<file path="config.mk">
export PLATFORM = sky130hd
export DESIGN_NAME = rc_channel_frame_encoder
export DESIGN_NICKNAME = d
export VERILOG_FILES = /design/src/sv/rcfe_pkg.sv /design/src/sv/rcfe_map.sv /design/src/sv/rcfe_packer.sv /design/src/sv/rcfe_obuf.sv /design/src/sv/rc_channel_frame_encoder.sv
export SDC_FILE = /design/constraint.sdc
export NUM_CORES = 1
export LEC_CHECK = 0
export BUFFER_PORTS_ARGS = -buffer_cell sky130_fd_sc_hd__buf_2
export CAP_MARGIN = 20
export CORE_ASPECT_RATIO = 1.5
export CORE_MARGIN = 1.5
export CORE_UTILIZATION = 45
export CTS_CLUSTER_SIZE = 14
export DETAILED_ROUTE_END_ITERATION = 6
export PLACE_DENSITY = 0.68
export SLEW_MARGIN = 0
export SYNTH_ARGS = -nofsm -noshare
export SYNTH_HDL_FRONTEND = slang
export SYNTH_SLANG_ARGS = --single-unit
export TNS_END_PERCENT = 20
</file>
<file path="constraint.sdc">
create_clock -name clk_i -period 17.6 [get_ports clk_i]
set_input_delay 3.52 -clock clk_i [delete_from_list [all_inputs] [get_ports clk_i]]
set_output_delay 3.52 -clock clk_i [all_outputs]
set_load 0.02 [all_outputs]
</file>
<file path="src/sv/rcfe_pkg.sv">
// Shared constants, types and the CRC-8 helper for the RC channel frame encoder.
// Used by every module of the block; depends on nothing else.
package rcfe_pkg;

  localparam int unsigned BurstMax = 4;

  localparam logic [7:0] SyncByte  = 8'hC8;
  localparam logic [7:0] LenByte   = 8'd24;
  localparam logic [7:0] TypeByte  = 8'h16;
  localparam logic [7:0] CrcPoly   = 8'hD5;
  localparam logic [3:0] LastChan  = 4'd15;

  localparam logic [15:0] UsMin    = 16'd1000;
  localparam logic [15:0] UsMax    = 16'd2000;
  localparam logic [9:0]  SpanMax  = 10'd1000;
  // ceil(1639 * 2^20 / 1000): exact floor(x * 1639 / 1000) for x up to 1000.
  localparam logic [20:0] ScaleMul = 21'd1718617;
  localparam int unsigned ScaleSh  = 20;
  localparam logic [10:0] RawOffs  = 11'd172;

  // One whole result group of an input item; bytes[0] leaves first.
  typedef struct packed {
    logic [BurstMax-1:0][7:0] bytes;
    logic [2:0]               n;
    logic                     last;
  } burst_t;

  // CRC-8, MSB first, over one byte with the CRC already folded in.
  function automatic logic [7:0] crc8_step(input logic [7:0] val);
    logic [7:0] c;
    c = val;
    for (int b = 0; b < 8; b++) begin
      if (c[7]) begin
        c = (c << 1) ^ CrcPoly;
      end else begin
        c = c << 1;
      end
    end
    return c;
  endfunction

  localparam logic [7:0] CrcAfterType = crc8_step(TypeByte);

endpackage

</file>
<file path="src/sv/rcfe_map.sv">
// Saturates a pulse width and maps it to the 11-bit raw channel value.
// Depends on rcfe_pkg.
module rcfe_map import rcfe_pkg::*; (
  input  logic [15:0] channel_us_i,
  output logic [10:0] raw_o
);

  logic [9:0]  span;
  logic [30:0] prod;

  always_comb begin
    if (channel_us_i < UsMin) begin
      span = '0;
    end else if (channel_us_i > UsMax) begin
      span = SpanMax;
    end else begin
      span = 10'(channel_us_i - UsMin);
    end
  end

  // Division by 1000 is done by the reciprocal folded into the scale factor.
  assign prod  = 31'(span) * 31'(ScaleMul);
  assign raw_o = prod[30:ScaleSh] + RawOffs;

endmodule

</file>
<file path="src/sv/rcfe_packer.sv">
// Bit packer and running CRC: turns one raw channel value into its group of
// frame bytes and keeps the frame state. Depends on rcfe_pkg.
module rcfe_packer import rcfe_pkg::*; (
  input  logic        clk_i,
  input  logic        rst_ni,
  input  logic        load_i,
  input  logic [10:0] raw_i,
  output burst_t      burst_o
);

  logic [3:0] chan_q, chan_d;
  logic [6:0] pend_q, pend_d;
  logic [2:0] pcnt_q, pcnt_d;
  logic [7:0] crc_q,  crc_d;

  logic        hdr, last, two;
  logic [2:0]  cnt;
  logic [6:0]  bits, mask;
  logic [17:0] acc;
  logic [4:0]  total;
  logic [7:0]  b0, b1, crc_in, c1, c2;

  always_comb begin
    hdr    = (chan_q == '0);
    last   = (chan_q == LastChan);
    cnt    = hdr ? 3'd0 : pcnt_q;
    mask   = 7'((8'd1 << cnt) - 8'd1);
    bits   = hdr ? 7'd0 : (pend_q & mask);
    acc    = 18'(bits) | (18'(raw_i) << cnt);
    total  = 5'(cnt) + 5'd11;
    two    = (total >= 5'd16);
    b0     = acc[7:0];
    b1     = acc[15:8];
    crc_in = hdr ? CrcAfterType : crc_q;
    c1     = crc8_step(crc_in ^ b0);
    c2     = two ? crc8_step(c1 ^ b1) : c1;

    burst_o.last = last;
    if (hdr) begin
      // The first channel of a frame always fills exactly one payload byte.
      burst_o.bytes[0] = SyncByte;
      burst_o.bytes[1] = LenByte;
      burst_o.bytes[2] = TypeByte;
      burst_o.bytes[3] = b0;
      burst_o.n        = 3'd4;
    end else begin
      burst_o.bytes[0] = b0;
      burst_o.bytes[1] = two ? b1 : c2;
      burst_o.bytes[2] = c2;
      burst_o.bytes[3] = '0;
      burst_o.n        = (two ? 3'd2 : 3'd1) + (last ? 3'd1 : 3'd0);
    end

    if (last) begin
      chan_d = '0;
      crc_d  = '0;
      pend_d = '0;
      pcnt_d = '0;
    end else begin
      chan_d = chan_q + 4'd1;
      crc_d  = c2;
      pend_d = two ? 7'(acc[17:16]) : acc[14:8];
      pcnt_d = two ? 3'(total - 5'd16) : 3'(total - 5'd8);
    end
  end

  always_ff @(posedge clk_i or negedge rst_ni) begin
    if (!rst_ni) begin
      chan_q <= '0;
      pend_q <= '0;
      pcnt_q <= '0;
      crc_q  <= '0;
    end else if (load_i) begin
      chan_q <= chan_d;
      pend_q <= pend_d;
      pcnt_q <= pcnt_d;
      crc_q  <= crc_d;
    end
  end

endmodule

</file>
<file path="src/sv/rcfe_obuf.sv">
// Result register: holds one item's group of bytes and hands them out one per
// transfer. Depends on rcfe_pkg.
module rcfe_obuf import rcfe_pkg::*; (
  input  logic       clk_i,
  input  logic       rst_ni,
  input  logic       load_i,
  input  burst_t     burst_i,
  output logic       free_o,
  output logic       out_valid_o,
  input  logic       out_ready_i,
  output logic [7:0] frame_byte_o,
  output logic       frame_end_o
);

  logic [BurstMax-1:0][7:0] bytes_q;
  logic [2:0]               cnt_q;
  logic                     last_q;
  logic                     pop;

  assign out_valid_o  = (cnt_q != '0);
  assign pop          = out_valid_o && out_ready_i;
  // A new group may enter when the buffer is empty or its final byte leaves now.
  assign free_o       = (cnt_q == 3'd0) || ((cnt_q == 3'd1) && out_ready_i);
  assign frame_byte_o = bytes_q[0];
  assign frame_end_o  = last_q && (cnt_q == 3'd1);

  always_ff @(posedge clk_i or negedge rst_ni) begin
    if (!rst_ni) begin
      cnt_q <= '0;
    end else if (load_i) begin
      cnt_q <= burst_i.n;
    end else if (pop) begin
      cnt_q <= cnt_q - 3'd1;
    end
  end

  always_ff @(posedge clk_i) begin
    if (load_i) begin
      bytes_q <= burst_i.bytes;
      last_q  <= burst_i.last;
    end else if (pop) begin
      for (int i = 0; i < BurstMax - 1; i++) begin
        bytes_q[i] <= bytes_q[i+1];
      end
    end
  end

endmodule

</file>
<file path="src/sv/rc_channel_frame_encoder.sv">
// RC channel frame encoder, top level: input register, raw mapping, packer
// with CRC, and the result register. Depends on rcfe_pkg and its submodules.
// Path: an item passes the input register, then the result register once it is free.
// Output: one frame byte per cycle while out_ready_i is high; an item yields 1 to 4
// bytes (26 bytes per 16 channels), and the next item loads as its last byte leaves.
// Reset: asynchronous, active low; starts a new frame with empty buffers.
module rc_channel_frame_encoder import rcfe_pkg::*; (
  input  logic        clk_i,
  input  logic        rst_ni,
  input  logic        in_valid_i,
  output logic        in_ready_o,
  input  logic [15:0] channel_us_i,
  output logic        out_valid_o,
  input  logic        out_ready_i,
  output logic [7:0]  frame_byte_o,
  output logic        frame_end_o
);

  logic        in_valid_q;
  logic [15:0] channel_us_q;
  logic [10:0] raw;
  logic        free, load;
  burst_t      burst;

  assign load       = in_valid_q && free;
  assign in_ready_o = !in_valid_q || load;

  always_ff @(posedge clk_i or negedge rst_ni) begin
    if (!rst_ni) begin
      in_valid_q <= 1'b0;
    end else if (in_ready_o) begin
      in_valid_q <= in_valid_i;
    end
  end

  always_ff @(posedge clk_i) begin
    if (in_ready_o && in_valid_i) begin
      channel_us_q <= channel_us_i;
    end
  end

  rcfe_map u_map (
    .channel_us_i (channel_us_q),
    .raw_o        (raw)
  );

  rcfe_packer u_packer (
    .clk_i   (clk_i),
    .rst_ni  (rst_ni),
    .load_i  (load),
    .raw_i   (raw),
    .burst_o (burst)
  );

  rcfe_obuf u_obuf (
    .clk_i        (clk_i),
    .rst_ni       (rst_ni),
    .load_i       (load),
    .burst_i      (burst),
    .free_o       (free),
    .out_valid_o  (out_valid_o),
    .out_ready_i  (out_ready_i),
    .frame_byte_o (frame_byte_o),
    .frame_end_o  (frame_end_o)
  );

endmodule
</file>
Word-level counts from Yosys, hierarchy flattened. Index checks and enable logic that the tools add are counted.

Bits in registers: 75. Bits of input ports: 20. Output and inout port bits: 11. Word-level logic and storage cells: 97.

Add/subtract/negate cells: 9. Multipliers: 1. Magnitude comparators: 3. Eq/ne operators: 2. Shift operators: 2. Muxes and demuxes: 36. Bitwise gates (word level): 20. Reductions and logical operators: 12.

Operator list (count): 8-bit 2-to-1 mux (20); 5-bit NOT (16); 24-bit 2-to-1 mux (2); 10-bit by 21-bit multiplier with 31-bit output (second input constant) (1); 27-bit 2-to-1 mux (1); 7-bit 2-to-1 mux (3); 10-bit 2-to-1 mux (2); 7-bit by 18-bit OR with 18-bit output (1); 11-bit by 3-bit << shifter with 18-bit output (1); 16-bit by 11-bit > comparator with 1-bit output (second input constant) (1); 16-bit by 10-bit < comparator with 1-bit output (second input constant) (1); 8-bit XOR (2); 3-bit 2-to-1 mux (5); 11-bit by 8-bit adder with 11-bit output (second input constant) (1); 10-bit subtractor (second input constant) (1); 3-bit by 1-bit subtractor with 3-bit output (second input constant) (3); 7-bit bitwise AND (1); 1-bit by 3-bit << shifter with 7-bit output (first input constant) (1); 7-bit by 1-bit subtractor with 7-bit output (second input constant) (1); 3-bit by 4-bit adder with 5-bit output (second input constant) (1); 5-bit greater-or-equal comparator (second input constant) (1); 1-bit logical AND (5); 4-bit by 1-bit adder with 4-bit output (second input constant) (1); 4-bit == test (second input constant) (1); 11 further kinds (12).

Logic depth before layout (Yosys ltp).
Depth after elaboration: 45. Gate-level depth with buffers: 41. Mapped depth without buffers: 40.

Hierarchy. Synthesis repeated with hierarchy kept, for this count alone.

Cell total of the unflattened synthesis: 905. Area total of the unflattened synthesis: 9085.0 um^2.

By module, submodules not included: rcfe_map (instances 1, cells each 409, area an instance 3726.1 um^2, seq. area each 0.0 um^2); rcfe_packer (instances 1, cells each 378, area an instance 3129.3 um^2, seq. area each 550.5 um^2); rcfe_obuf (instances 1, cells each 97, area an instance 1689.1 um^2, seq. area each 1066.0 um^2); rc_channel_frame_encoder (instances 1, cells each 21, area an instance 540.5 um^2, seq. area each 505.5 um^2).

Worst setup path after synthesis. Ideal clock, no wire load.

Kind: reg-to-reg. From: reg channel_us_q[3]. To: reg u_obuf.bytes_q[22] in the netlist's numbering (data pin). Library setup time: 256 ps. Data arrival time: 9343 ps. Data required time: 17344 ps. Slack: 8000 ps. Stages on the path, launching flop included: 42. Buffers on the path: 1. Period minus slack after synthesis: 9600 ps. Cell sequence: edfxtp_1 -> inv_1 -> ha_1 -> nor4b_1 -> a211o_1 -> and2_0 -> clkbuf_1 -> a21oi_1 -> inv_1 -> ha_1 -> inv_1 -> ha_1 -> ha_1 -> inv_1 -> fa_1 -> inv_1 -> fa_1 -> inv_1 -> [... 6 more ...] -> nand3_1 -> nor2_1 -> o21ai_0 -> xnor2_1 -> ha_1 -> xor2_1 -> nand3_1 -> a31oi_2 -> a22oi_1 -> a211oi_2 -> nor2_1 -> xnor2_1 -> a221oi_2 -> xnor2_2 -> xor3_1 -> xnor3_1 -> o21bai_1 -> a22o_1.

Word-level cells in the longest chain between the ends: 36. Elaborated cells on any way between the ends: 46. Those cells by class: add/sub (2); mul (1); order compare (2); shift (1); mux (21); bitwise (19).

Ends and longest elaborated chain: from (decl) (line rc_channel_frame_encoder.sv:20) `logic [15:0] channel_us_q;`; from (signal assigned) (line rc_channel_frame_encoder.sv:38) `channel_us_q <= channel_us_i;`; 16-bit by 11-bit > comparator with 1-bit output or 10-bit subtractor (tied branches) (line rcfe_map.sv:14, rcfe_map.sv:17); 10-bit 2-to-1 mux (line rcfe_map.sv:14) `end else if (channel_us_i > UsMax) begin`; 10-bit 2-to-1 mux * (line rcfe_map.sv:12) `if (channel_us_i < UsMin) begin`; 10-bit by 21-bit multiplier with 31-bit output * (line rcfe_map.sv:22) `assign prod = 31'(span) * 31'(ScaleMul);`; 11-bit by 8-bit adder with 11-bit output * (line rcfe_map.sv:23) `assign raw_o = prod[30:ScaleSh] + RawOffs;`; 11-bit by 3-bit << shifter with 18-bit output * (line rcfe_packer.sv:29) `acc = 18'(bits) | (18'(raw_i) << cnt);`; 7-bit by 18-bit OR with 18-bit output * (line rcfe_packer.sv:29); 8-bit XOR (line rcfe_packer.sv:35) `c1 = crc8_step(crc_in ^ b0);`; [... 18 more ...]; 8-bit 2-to-1 mux or 5-bit NOT (tied branches) (2 in a row); 5-bit NOT (no line) or 8-bit 2-to-1 mux (tied branches); 8-bit 2-to-1 mux or 5-bit NOT (tied branches) (2 in a row); 5-bit NOT (no line) or 8-bit 2-to-1 mux (tied branches); 8-bit 2-to-1 mux (line rcfe_pkg.sv:33) `if (c[7]) begin`; 8-bit 2-to-1 mux * (line rcfe_packer.sv:36) `c2 = two ? crc8_step(c1 ^ b1) : c1;`; 27-bit 2-to-1 mux * (line rcfe_packer.sv:39) `if (hdr) begin`; 24-bit 2-to-1 mux * (line rcfe_obuf.sv:38) `if (load_i) begin`; to (signal assigned) (line rcfe_obuf.sv:39) `bytes_q <= burst_i.bytes;`; to (signal, indexed assignment) (line rcfe_obuf.sv:43) `bytes_q[i] <= bytes_q[i+1];`; to (decl) (line rcfe_obuf.sv:15) `logic [BurstMax-1:0][7:0] bytes_q;`.

Mark *: on every way between the ends. The rest lies on a longest branch, timed or not. A chain may end at the register's enable or synchronous reset.

Worst setup path in the final report. Same ends and word-level chain as after synthesis.

==> impl_metrics.toml <==
[die]
std_cell_rows = 63
fp.dieW_um = 119
die-area_um2 = 21000
num_io_pins = 31
initial_utilization_pct = 45.9
die_h_um = 177
core_um2 = 19700

[worst_setup_path]
worstPathMaxFanout = 7
r2r_setup_slack_ns = 6.80
cpMaxStageDelayCell = "a211oi_1"
critPathMaxStageDelay_ns = 0.56
critical_path_arrival_ns = 11.02
endpoint_kind = "register"
cp_common_cell = "inv_1"
worstSetupPathType = "register to register"
crit_path_start_kind = "register"
worstPathRequired_ns = 17.81

[layout]
drive_gt1_share_pct = 10.4
syn_to_final_growth_pct = 7.05
multiInputGateArea_um2 = 6340
fin_nets = 1128
layoutNonFillerInstCount = 1212
fill_cells = 1885
seqCellArea_um2 = 2120
antennaDiodeCount = 0

[logic_synthesis]
yosys_warnings = 0
synth_area_per_cell_um2 = 9.64
yosys.area.top_type = "edfxtp_1"
synth_edf_count = 49
postSynthCellCount = 939
synth_cell_type_count = 97
synth_ff_type = "edfxtp_1"
ys_ff_latch = 75
yosys.cell_count.top_type = "ha_1"
synth_nets = 1120
synth.cell_area_um2 = 9050
ys_seq_area_share_pct = 23.4
ys_top_cells_by_area = "edfxtp_1 (16%), ha_1 (15%), fa_1 (11%)"
synth_top_cells_by_count = "ha_1 (111), inv_1 (106), nor2_1 (63)"
synth.top_cell.area_share_pct = 16.3
async_flop_share_pct = 34.7

[grt]
antenna_found_initial = 0
grt.overflow.total = 0
grt_util_all_layers_pct = 23.6
grt_max_degree = 45
grt_pass1_vias = 7278
grt_pass1_wl_um = 37900

[sta]
setup_viol = 0
worst_slack_ns = 6.80
skew_ns = 0.00835
hold_slack_ns = 0.471
maxSlewHeadroom_pct = 29.1
worst_pin_slew_ns = 1.06
period_minus_slack_ns = 10.80
maxSlewViolCount = 0
rsz0062_at_grt = "no"
fin_tns_setup_ns = 0
post-route-period-util_pct = 61.4
finalHoldViolations = 0
fmax_mhz = 92.6

[place]
dp_hpwl_um = 19300
portBuffers = 30
place.gp.congestion = 0.945
place_inst = 1196
dp_slack_ns = 6.90

[cts]
clock_path_buffers = 2
clock_sinks = 75
cts-resized-gates = 0
hold_buffers = 0
cts_setup_buffers = 0
htreeDepth = 3
cts_tree = "built"
clk_pin_slew_ns = 0.06
clk_latency_ns = 0.35
numCtsBuffers = 9
root_buffer = "clkbuf_16"

[routing]
wl_um = 23600
vias = 7084
drtPass1Iterations = 5
wire_per_inst_um = 19.5
drt-vias-per-instance = 5.84
drc_errors = 0
drtIter0Drc = 374
ant_nets = 0

[status]
status = "finished, final reports clean"

[flow_run]
cap_violations = 0

[worst_hold_path]
hold_class = "register to register"
==> registers in the layout, summed over array words and instances, names as in the netlist, 3 cells and up <==
register and count:
channel_us_q 16, u_obuf.bytes_q 24, u_obuf.cnt_q 3, u_obuf.frame_byte_o 8, u_packer.chan_q 4, u_packer.crc_q 8
u_packer.pcnt_q 3, u_packer.pend_q 7
==> path summary, 6_finish.rpt <==
check / from / to / depth (start not counted)
worst max-delay path: channel_us_q[3] / u_obuf.bytes_q[22] / 38
worst min-delay path: u_packer.pcnt_q[0] / u_packer.pcnt_q[0] / 2
worst max register to register: channel_us_q[3] / u_obuf.bytes_q[22] / 38
worst min register to register: u_packer.pcnt_q[0] / u_packer.pcnt_q[0] / 2
max in group asynchronous: rst_ni / u_packer.chan_q[2] / 1
min in group asynchronous: rst_ni / u_packer.crc_q[7] / 1
==> cell usage in the layout, fill, tap and decap left out, types with 5 or more instances in the layout <==
| master | netlist | layout |
|---|---|---|
| ha_1 | 111 | 111 |
| inv_1 | 106 | 106 |
| nor2_1 | 63 | 63 |
| nand2_1 | 62 | 62 |
| a21oi_1 | 58 | 58 |
| fa_1 | 50 | 50 |
| edfxtp_1 | 49 | 49 |
| o21ai_0 | 47 | 47 |
| xnor2_1 | 35 | 35 |
| buf_2 | 2 | 30 |
| dfrtp_1 | 26 | 26 |
| nand3_1 | 23 | 23 |
| a211oi_1 | 17 | 17 |
| xor2_1 | 17 | 17 |
| a21o_1 | 14 | 14 |
| a22o_1 | 13 | 13 |
| and3_1 | 12 | 12 |
| xnor3_1 | 10 | 10 |
| nor3_1 | 9 | 9 |
| clkbuf_16 | 0 | 9 |
| or2_2 | 8 | 8 |
| and2_1 | 8 | 8 |
| nand4_1 | 6 | 6 |
| nand2b_1 | 6 | 6 |
| buf_4 | 8 | 6 |
| a211o_1 | 5 | 5 |
| or3_1 | 5 | 5 |
| o21a_1 | 5 | 5 |
| mux2i_1 | 5 | 5 |
| o31ai_1 | 5 | 5 |
==> layout make-up <==
class,instances,share of cell area [%]
Timing Repair Buffer,36,2.01
Clock inverter,5,0.633
Clock buffer,11,2.51
Tap cell,260,3.36
Sequential cell,75,21.9
Inverter,108,4.18
Multi-Input combinational cell,717,65.4
==> logic make-up after synthesis <==
| kind of cell | count (synthesis) | share of synthesized area, % |
|---|---|---|
| adder cells (fa/ha/maj) | 161 | 26.4 |
| AND/OR/NAND/NOR | 232 | 13.0 |
| multiplexers | 8 | 0.926 |
| flip-flops | 75 | 23.4 |
| XOR/XNOR | 73 | 10.0 |
| buffers and inverters | 147 | 6.54 |
| AO/OA/AOI/OAI | 243 | 19.6 |
==> routing by layer <==
metal	vias up	wire (µm)	track usage, %
met5	-	0	0
met4	0	1990	19.5
met3	90	728	3.29
met2	206	12400	43.5
met1	3396	8540	23.4
li1	3392	-	-
==> metrics by stage <==
stage,instance area [µm²],util (%)
floorplan,9050,-
global placement,9390,47.6
detailed placement,9390,47.6
CTS,9690,49.2
global route,9690,49.2
finish,9690,49.2
==> critical path: cells and delay by family (launching register included) <==
kind	cells	cell delay [ns]
fa+ha+maj	9	3.32
flops	1	0.42
xor+xnor	5	1.44
buf+inv	8	0.76
compound gates	11	3.39
simple gates	5	1.34
Power is left out: the tool's default activity adds up to more than one toggle a clock period on the data nets, which glitch-free logic cannot reach.
